**config.mk**
```make
export PLATFORM = sky130hd
export DESIGN_NAME = splp_ctrl
export DESIGN_NICKNAME = d
export VERILOG_FILES = /design/src/sv/splp_pkg.sv /design/src/sv/splp_ctrl.sv
export SDC_FILE = /design/constraint.sdc
export NUM_CORES = 1
export LEC_CHECK = 0
export BUFFER_PORTS_ARGS = -buffer_cell sky130_fd_sc_hd__buf_2
export CAP_MARGIN = 25
export CORE_AREA = 2 2 39 41
export CTS_CLUSTER_DIAMETER = 40
export CTS_CLUSTER_SIZE = 8
export DETAILED_ROUTE_END_ITERATION = 12
export DIE_AREA = 0 0 41 43
export PLACE_DENSITY_LB_ADDON = 0.25
export SKIP_CTS_REPAIR_TIMING = 1
export SYNTH_ARGS = -nofsm -noshare
export SYNTH_HDL_FRONTEND = slang
export SYNTH_SLANG_ARGS = --single-unit
```
**constraint.sdc**
```tcl
create_clock -name clk -period 2.1 [get_ports clk]
set_clock_uncertainty 0.1 [all_clocks]
set_input_delay 0.42 -clock clk [delete_from_list [all_inputs] [get_ports clk]]
set_output_delay 0.42 -clock clk [all_outputs]
set_load 0.05 [all_outputs]
```
**src/sv/splp_pkg.sv**
```systemverilog
// ============================================================================
// splp_pkg
// Shared types and constants for the sparse array linear probe table.
// ============================================================================
package splp_pkg;

    // Table geometry
    localparam int SLOTS  = 1024;
    localparam int SLOT_W = $clog2(SLOTS);
    localparam int CAP_W  = SLOT_W + 1;

    // Field widths
    localparam int DATA_W = 32;
    localparam int CFG_W  = 11;

    // Home slot remainder unit: bits retired per step and step count
    localparam int DIV_BITS  = 4;
    localparam int DIV_STEPS = DATA_W / DIV_BITS;
    localparam int DIV_CNT_W = $clog2(DIV_STEPS);

    // One table slot as stored in the RAM
    typedef struct packed {
        logic              used;
        logic              deleted;
        logic [DATA_W-1:0] key;
        logic [DATA_W-1:0] data;
    } slot_t;

    localparam int SLOT_BITS = $bits(slot_t);

    // Controller to datapath commands
    typedef struct packed {
        logic clear;
        logic load;
        logic div_step;
        logic home;
        logic advance;
        logic commit;
    } cmd_t;

    // Datapath to controller status
    typedef struct packed {
        logic clear_done;
        logic div_done;
        logic probe_stop;
        logic is_write;
        logic out_free;
    } status_t;

endpackage

```
**src/sv/splp_ctrl.sv**
```systemverilog
// ============================================================================
// splp_ctrl
// Sequencer for the probe table: clearing pass, item intake, home slot
// remainder, probe walk and commit of the write or the read beat.
// ============================================================================
module splp_ctrl
    import splp_pkg::*;
(
    input  logic    clk,
    input  logic    rst_n,
    input  logic    in_valid,
    output logic    in_ready,
    input  status_t status,
    output cmd_t    cmd
);

    typedef enum logic [4:0] {
        S_CLEAR = 5'b00001,
        S_IDLE  = 5'b00010,
        S_DIV   = 5'b00100,
        S_HOME  = 5'b01000,
        S_PROBE = 5'b10000
    } state_t;

    state_t state_reg;
    state_t state_next;

    // Next state and command decode
    always_comb
    begin
        state_next = state_reg;
        cmd        = '0;
        in_ready   = 1'b0;
        case (state_reg)
            S_CLEAR:
            begin
                cmd.clear = 1'b1;
                if (status.clear_done)
                begin
                    state_next = S_IDLE;
                end
            end
            S_IDLE:
            begin
                in_ready = 1'b1;
                if (in_valid)
                begin
                    cmd.load   = 1'b1;
                    state_next = S_DIV;
                end
            end
            S_DIV:
            begin
                cmd.div_step = 1'b1;
                if (status.div_done)
                begin
                    state_next = S_HOME;
                end
            end
            S_HOME:
            begin
                cmd.home   = 1'b1;
                state_next = S_PROBE;
            end
            S_PROBE:
            begin
                if (!status.probe_stop)
                begin
                    cmd.advance = 1'b1;
                end
                else if (status.is_write || status.out_free)
                begin
                    cmd.commit = 1'b1;
                    state_next = S_IDLE;
                end
                // else: read result waits for the output register
            end
            default:
            begin
                state_next = S_CLEAR;
            end
        endcase
    end

    always_ff @(posedge clk or negedge rst_n)
    begin
        if (!rst_n)
        begin
            state_reg <= S_CLEAR;
        end
        else
        begin
            state_reg <= state_next;
        end
    end

    // Checks
    a_no_commit_and_advance: assert property (@(posedge clk) disable iff (!rst_n)
        !(cmd.commit && cmd.advance))
        else $error("commit and advance in the same cycle");

    a_no_intake_while_clearing: assert property (@(posedge clk) disable iff (!rst_n)
        cmd.clear |-> !in_ready)
        else $error("input taken during clearing pass");

    a_intake_starts_div: assert property (@(posedge clk) disable iff (!rst_n)
        (in_valid && in_ready) |=> (state_reg == S_DIV))
        else $error("accepted beat did not start the remainder unit");

endmodule

```
==> out/metrics.cfg, run 1 <==
[pwr]
ir_drop_mv=0.4505
power_density_nw_per_um2=1062
power_uw=537.9
leakagePower_uw=0.0002720

[synth]
yosysSeqAreaShare=0.4056
ys_warn_count=0
synth_area_um2=311.5
synth_compound_area_frac=0.1647
synth_cell_type_count=23
syn-num-nets=39
synth_xor_area_frac=0.02811
synth_cells=31
synth_mux_area_frac=0
avgSynthCellArea_um2=10.05
ys_seq_elements=5
synth_top_family_by_area=simple AND/OR/NAND/NOR gates
synth-simple-area-share=0.3896
synth_adder_area_share=0

[routing]
post_drt_wl_per_cell_um=10.55
routed_wl_um=749
antenna_left=0
via_count=307
drt_iter0_drc=4
drc_errors=0
viasPerCell=4.324
dr.pass1.iters=3

[clock_tree]
cts_tree=done
cts.root.buffer_cell=clkbuf_4
cts_made_buffers=3
clk_pin_slew_ns=0.04
clock_latency_ns=0.24
clock_path_buffers=2
cts_sinks=5
cts_max_level=1

[floorplanning]
dieArea_um2=1763
rows=14
io_pins=15
initial_core_util=0.2251
fp.dieW_um=41
core_area_um2=1384
die_h_um=43

[status]
status=finished with violations
violations=setup timing

[setup_path]
start_kind=flop
cp.arrival_ns=1.61
cp-endpoint=cmd[4]
r2r-end=state_reg[2]
cp_max_fo=4
end_kind=primary output
r2r_slack_ns=0.61
worstSetupPathType=reg -> out
crit_start=state_reg[2]
crit_required_ns=1.58
timing.rr.start=state_reg[2]
reg2reg_depth=4

[global_routing]
grt_overflow=0
grt_max_degree=8
grt_pass1_wl_um=1090
antenna_found_initial=0
grt_pass1_vias=271
grt.total_usage=0.09413

[hold_path]
hp-class=in -> reg

[timing]
slew_headroom=0.7757
period_share=1.014
rsz0062_at_grt=yes
slew_violations=0
fin_crit_ns=2.129
worst_pin_slew_ns=0.3330
setup_ws_ns=-0.02886
hold_violations=0
max_freq_mhz=469.7
timing.setup.tns_ns=-0.04480
setup_violations=2

[flow_run]
drv_cap=0

[finish]
fin_area_um2=506.7
final_common_cell=buf_2
drive_gt1_frac=0.5818
fin_nets=64
largest_reg_flops=5
antennaDiodeCount=0
areaGrowthSynthToFinish_pct=62.65
layout_common_cells=11 x buf_2, 5 x buf_4, 4 x nor2_1, 4 x clkbuf_4, 4 x dfrtp_1
final_cells=71

[placed_design]
dp_cells=64
gp_congestion=0.6454
numPortBuffers=14
dp_hpwl_um=570.6
dpl_worst_slack_ns=0.1315
dpl-instance-area_um2=430.4

## routing by layer
layer | vias to the layer above | part of all wire | global-route usage
met5 | - | 0 | 0
met4 | 0 | 0 | 0.08000
met3 | 0 | 0.023 | 0.01571
met2 | 5 | 0.49 | 0.1188
met1 | 140 | 0.48 | 0.1320
li1 | 162 | - | -
## cells in the mapped netlist (all sizes together)
master | count | area share
a21oi | 1 | 0.016
a22o | 1 | 0.032
a31o | 1 | 0.028
and2 | 2 | 0.044
and3b | 2 | 0.060
dfrtp | 4 | 0.32
dfstp | 1 | 0.084
inv | 1 | 0.012
nand2 | 1 | 0.012
nand3b | 1 | 0.024
nor2 | 4 | 0.048
nor3 | 2 | 0.032
nor3b | 2 | 0.084
nor4 | 1 | 0.020
o211a | 1 | 0.032
o21ai | 2 | 0.032
o21bai | 1 | 0.024
or3 | 1 | 0.036
or3b | 1 | 0.028
xor2 | 1 | 0.028
## where the power goes
group	leakage, uW	internal, uW	switching [uW]
sequential	0.0000651	125	41.6
combinational	0.000192	117	147
clock	0.0000150	71.6	35.5
total	0.000272	314	224
## worst min-delay path by stage
| stage | start | endpoint | slack, ns | depth (start not counted) |
|---|---|---|---|---|
| 2_1_floorplan | rst_n | state_reg[1] | 0.02 | 0 |
| 3_3_place_gp | rst_n | state_reg[3] | 0.14 | 1 |
| 3_5_place_dp | rst_n | state_reg[3] | 0.14 | 1 |
| 4_1_cts | rst_n | state_reg[4] | -0.12 | 1 |
| 5_1_grt | status[3] | state_reg[3] | 0.30 | 2 |
| 6_report | status[3] | state_reg[3] | 0.31 | 2 |
## kinds of logic after synthesis
group / count (synthesis)
xor gates and xnor gates: 1
AOI/OAI and AO/OA: 7
buffers and inverters: 1
DFF: 5
and+or+nand+nor: 17
## through the flow
stage / utilization / hold WS, ns
global placement: 0.3110 / 0.1386
detailed placement: 0.3110 / 0.1350
finish: 0.3662 / 0.3078
global route: 0.3662 / 0.3037
floorplan: - / 0.02441
CTS: 0.3300 / -0.1242
## worst max-delay path: stages, from the launching register on
cell and delay [ns]:
dfrtp_1 0.38, or3_4 0.43, nor3b_4 0.25, and2_4 0.18, buf_8 0.13
## final cells by class
cell class | count | area (um^2)
multi-input combinational | 25 | 193.9
sequential | 5 | 126.4
fill | 150 | 877.1
clock buffer | 4 | 26.28
tap | 16 | 20.02
timing repair buffer | 20 | 136.4
inverter | 1 | 3.754
Power figures use the tool's default switching activity.
==> inputs of run 2 (changes only) <==
--- a/config.mk
+++ b/config.mk
@@ -8,6 +8,7 @@
 export BUFFER_PORTS_ARGS = -buffer_cell sky130_fd_sc_hd__buf_2
 export CAP_MARGIN = 25
 export CORE_AREA = 2 2 39 41
+export CTS_BUF_LIST = sky130_fd_sc_hd__clkbuf_8
 export CTS_CLUSTER_DIAMETER = 40
 export CTS_CLUSTER_SIZE = 8
 export DETAILED_ROUTE_END_ITERATION = 12
==> run 2 against run 1 <==
Compared with the run above: the run still ends with setup timing left; clock-buffer cell count decreased by 1; hold slack improved by 0.019 ns; global-route usage increased by 0.10 points; sequential share of layout area decreased by 0.60 points; cell area increased by 2.5%; wire length increased by 0.40%; final cell count unchanged; largest power group unchanged; fmax increased by 1.1%; flip-flop and latch count unchanged; largest cell class unchanged.
==> out/metrics.cfg, run 2 (synthesized netlist as in run 1, its figures left out) <==
[clock_tree]
clock_path_buffers=2
cts_max_level=1
cts.root.buffer_cell=clkbuf_8
clk_pin_slew_ns=0.03
cts_sinks=5
clock_latency_ns=0.22
cts_tree=done
cts_made_buffers=3

[floorplanning]
dieArea_um2=1763
fp.dieW_um=41
initial_core_util=0.2251
io_pins=15
rows=14
core_area_um2=1384
die_h_um=43

[status]
status=finished with violations
violations=setup timing

[global_routing]
grt_pass1_vias=273
grt_max_degree=8
grt.total_usage=0.09514
antenna_found_initial=0
grt_overflow=0
grt_pass1_wl_um=1104

[pwr]
ir_drop_mv=0.4720
power_density_nw_per_um2=1155
power_uw=599.5
leakagePower_uw=0.0002839

[timing]
timing.setup.tns_ns=-0.006712
hold_violations=0
worst_pin_slew_ns=0.3495
slew_violations=0
fin_crit_ns=2.107
rsz0062_at_grt=yes
period_share=1.003
max_freq_mhz=474.7
slew_headroom=0.7646
setup_violations=1
setup_ws_ns=-0.006712

[finish]
layout_common_cells=12 x buf_2, 6 x buf_4, 4 x nor2_1, 4 x dfrtp_1, 3 x clkbuf_8
largest_reg_flops=5
fin_nets=64
areaGrowthSynthToFinish_pct=66.67
final_common_cell=buf_2
drive_gt1_frac=0.5818
antennaDiodeCount=0
num-fill-cells=149

[setup_path]
cp_max_fo=4
crit_required_ns=1.58
worstSetupPathType=reg -> out
end_kind=primary output
cp.arrival_ns=1.59
start_kind=flop

[routing]
antenna_left=0
viasPerCell=4.268
via_count=303
drt_iter0_drc=5
routed_wl_um=752
drc_errors=0
dr.pass1.iters=4
post_drt_wl_per_cell_um=10.59

[placed_design]
dp_hpwl_um=570.6
gp_congestion=0.6454
numPortBuffers=14

[hold_path]
hp-class=in -> reg

[flow_run]
drv_cap=0

[run 2: cell count changes in the layout (fill, tap and decap cells not counted)]
cell,before,now
buf_2,11,12
inv_1,1,2
buf_6,1,0
clkbuf_8,0,3
clkbuf_1,1,0
buf_4,5,6
clkbuf_4,4,0
[run 2: through the flow]
step                      cells  hold slack [ns]    util  area (um^2)  setup WS, ns
after CTS                    68         -0.09724  0.3436        475.5       -0.1062
final                        71           0.3264  0.3752        519.2     -0.006712
after global routing         71           0.3299  0.3752        519.2      -0.04983
after detailed placement     64           0.1350  0.3110        430.4        0.1315
after floorplan              31          0.02441       -        317.8       -0.1436
after global placement       64           0.1386  0.3110        430.4        0.1706
[run 2: metal layers]
layer	up-vias	global-route usage	wire length, um
met5	-	0	0
met4	0	0.08000	0
met3	0	0.01571	37
met2	7	0.1188	367
met1	136	0.1353	348
li1	160	-	-
[run 2: path summary, 6_finish.rpt]
path / slack (ns) / cells past startpoint / endpoint / start
setup / recovery: -0.007 / 4 / cmd[4] / state_reg[2]
hold / removal: 0.33 / 2 / state_reg[3] / status[3]
setup reg to reg: 0.61 / 4 / state_reg[2] / state_reg[2]
hold reg to reg: 0.55 / 2 / state_reg[4] / state_reg[4]
max in group asynchronous: 1.25 / 2 / state_reg[0] / rst_n
min in group asynchronous: 0.44 / 2 / state_reg[4] / rst_n
[run 2: worst max-delay path, stage by stage, from the launching register on]
cell     delay [ns]
dfrtp_1        0.37
or3_4          0.43
nor3b_4        0.25
and2_4         0.18
buf_8          0.13
[run 2: area by class of cell]
| cell class | instances | area, um^2 | area share |
|---|---|---|---|
| sequential | 5 | 126.4 | 0.2434 |
| tap | 16 | 20.02 | 0.03855 |
| clock inverter | 1 | 3.754 | 0.007229 |
| timing repair buffer | 20 | 130.1 | 0.2506 |
| multi-input combinational | 25 | 193.9 | 0.3735 |
| inverter | 1 | 3.754 | 0.007229 |
| clock buffer | 3 | 41.29 | 0.07952 |
[run 2: power breakdown]
group / internal (uW) / total, uW / switching, uW / leakage [uW]
combinational: 117 / 264 / 147 / 0.000192
clock: 125 / 168 / 43.4 / 0.0000269
sequential: 126 / 167 / 41.5 / 0.0000651
total: 367 / 600 / 232 / 0.000284
==> inputs of run 3 (changes only) <==
--- a/config.mk
+++ b/config.mk
@@ -5,6 +5,7 @@
 export SDC_FILE = /design/constraint.sdc
 export NUM_CORES = 1
 export LEC_CHECK = 0
+export ABC_AREA = 1
 export BUFFER_PORTS_ARGS = -buffer_cell sky130_fd_sc_hd__buf_2
 export CAP_MARGIN = 25
 export CORE_AREA = 2 2 39 41
==> run 3 against run 2 <==
Compared with the run above: synthesized cell count up 52%; clock power increased by 3%; sequential power decreased by 5%; total power up 1.5%; utilization down 4.2 points; largest power group unchanged; cell area decreased by 11%; register-to-register slack better by 0.21 ns; clock-buffer cell count did not move; synthesized area up 1.2%; combinational power rose by 5%; the flow now finishes without violations.
==> out/metrics.cfg, run 3 <==
[synth]
yosysTopAreaCellShare=0.3175
synth_area_um2=315.3
avgSynthCellArea_um2=6.709
synth_edf_count=0
ys_seq_elements=5
synthMostInstantiatedCell=inv_1
synth-main-ff-cell=dfrtp_1
syn-num-nets=55
ys_warn_count=0
synth_area_leader_cell=dfrtp_1
synth_top_cells_by_count=9 x inv_1, 8 x nand2_1, 8 x nor2_1
async_flop_share=1.000
synth_cells=47
yosysSeqAreaShare=0.4008
synth_cell_type_count=13
netlist_top_cells_area=dfrtp_1 32%, inv_1 11%, nand2_1 9.5%

[clock_tree]
clock_latency_ns=0.22
cts_made_buffers=3
cts_tree=done
clock_path_buffers=2
clk_pin_slew_ns=0.04
cts_max_level=1
cts.root.buffer_cell=clkbuf_8
cts_sinks=5

[global_routing]
grt_pass1_wl_um=1269
grt.total_usage=0.1100
antenna_found_initial=0
grt_overflow=0
grt_max_degree=7
grt_pass1_vias=340

[finish]
final_cells=82
largest_reg_flops=5
antennaDiodeCount=0
utilization=0.3327
drive_gt1_frac=0.3333
areaGrowthSynthToFinish_pct=46.03
final_common_cell=buf_2
fin_nets=75
layout_common_cells=14 x buf_2, 10 x inv_1, 8 x nor2_1, 8 x nand2_1, 5 x nand3_1

[timing]
setup_violations=0
period_share=0.8877
timing.setup.tns_ns=0
hold_violations=0
fin_crit_ns=1.864
slew_headroom=0.8373
setup_ws_ns=0.2358
rsz0062_at_grt=no
slew_violations=0
max_freq_mhz=536.4
worst_pin_slew_ns=0.2415

[routing]
post_drt_wl_per_cell_um=9.061
drc_errors=0
antenna_left=0
routed_wl_um=743
via_count=357
drt_iter0_drc=7
dr.pass1.iters=2
viasPerCell=4.354

[setup_path]
crit_required_ns=1.58
end_kind=primary output
timing.rr.start=state_reg[0]
cp_max_fo=6
r2r_slack_ns=0.82
reg2reg_depth=7
cp.arrival_ns=1.34
crit_start=state_reg[2]
r2r-end=state_reg[1]
worstSetupPathType=reg -> out
start_kind=flop

[floorplanning]
rows=14
dieArea_um2=1763
io_pins=15
die_h_um=43
initial_core_util=0.2278
fp.dieW_um=41
core_area_um2=1384

[pwr]
power_uw=608.3
leakagePower_uw=0.0003008
ir_drop_mv=0.4997
power_density_nw_per_um2=1321

[placed_design]
dp_cells=77
dp_hpwl_um=607.3
dpl_worst_slack_ns=0.4650
gp_congestion=0.8315
numPortBuffers=14

[flow_run]
drv_cap=0

[hold_path]
holdPathEnd=state_reg[0]
hp-class=in -> reg
hold_depth=4
hp-start=status[4]

[status]
status=complete, no violations

run 3: cell types whose count changed in the layout (fill, tap and decap cells not counted), moves of 2 or more:
cell,change
inv_1,+8
nand2_1,+7
buf_4,-6
nand3_1,+5
nand4_1,+4
nor2_1,+4
buf_2,+2
inv_2,+2
run 3: layout make-up:
class                      instances  area (um^2)
multi-input combinational         31        147.6
inverter                          11        41.29
clock buffer                       3        41.29
timing repair buffer              15        80.08
sequential                         5        126.4
tap                               16        20.02
fill                             146        923.4
clock inverter                     1        3.754
run 3: how the worst max path moves through the flow:
| stage | cells after the start | end |
|---|---|---|
| after floorplan | 3 | cmd[4] |
| after global placement | 4 | cmd[2] |
| after detailed placement | 4 | cmd[4] |
| after CTS | 4 | cmd[4] |
| after global routing | 4 | cmd[2] |
| final | 4 | cmd[4] |
run 3: cell families (layout without fill, tap and decap cells):
kind of cell           count (synthesis)  in the layout  share of synthesized area
buffers and inverters                 11             30                     0.1310
AOI/OAI and AO/OA                      3              3                    0.04761
and+or+nand+nor                       28             28                     0.4206
DFF                                    5              5                     0.4008
run 3: routing by layer:
metal	GRT usage	routed length, um	vias to the layer above
li1	-	-	188
met1	0.1373	341	156
met2	0.1406	332	10
met3	0.03665	52	3
met4	0.1000	16	0
met5	0	0	-
run 3: report_power, final:
| group | internal, uW | switching (uW) | leakage, uW |
|---|---|---|---|
| clock | 125 | 47.5 | 0.0000269 |
| combinational | 78.2 | 199 | 0.000209 |
| sequential | 130 | 28.7 | 0.0000646 |
| total | 333 | 275 | 0.000301 |
run 3: stage by stage:
| stage | hold slack, ns | instance area [um^2] |
|---|---|---|
| 6_report | 0.3647 | 460.4 |
| 5_1_grt | 0.4073 | 460.4 |
| 4_1_cts | -0.09726 | 450.4 |
| 3_5_place_dp | 0.1375 | 405.4 |
| 3_3_place_gp | 0.1410 | 405.4 |
| 2_1_floorplan | 0.02441 | 315.3 |
run 3: worst max-delay path: stages (launching register included):
cell,delay (ns)
dfrtp_1,0.40
nor2_4,0.19
nand3_1,0.16
nor2_1,0.11
buf_2,0.26
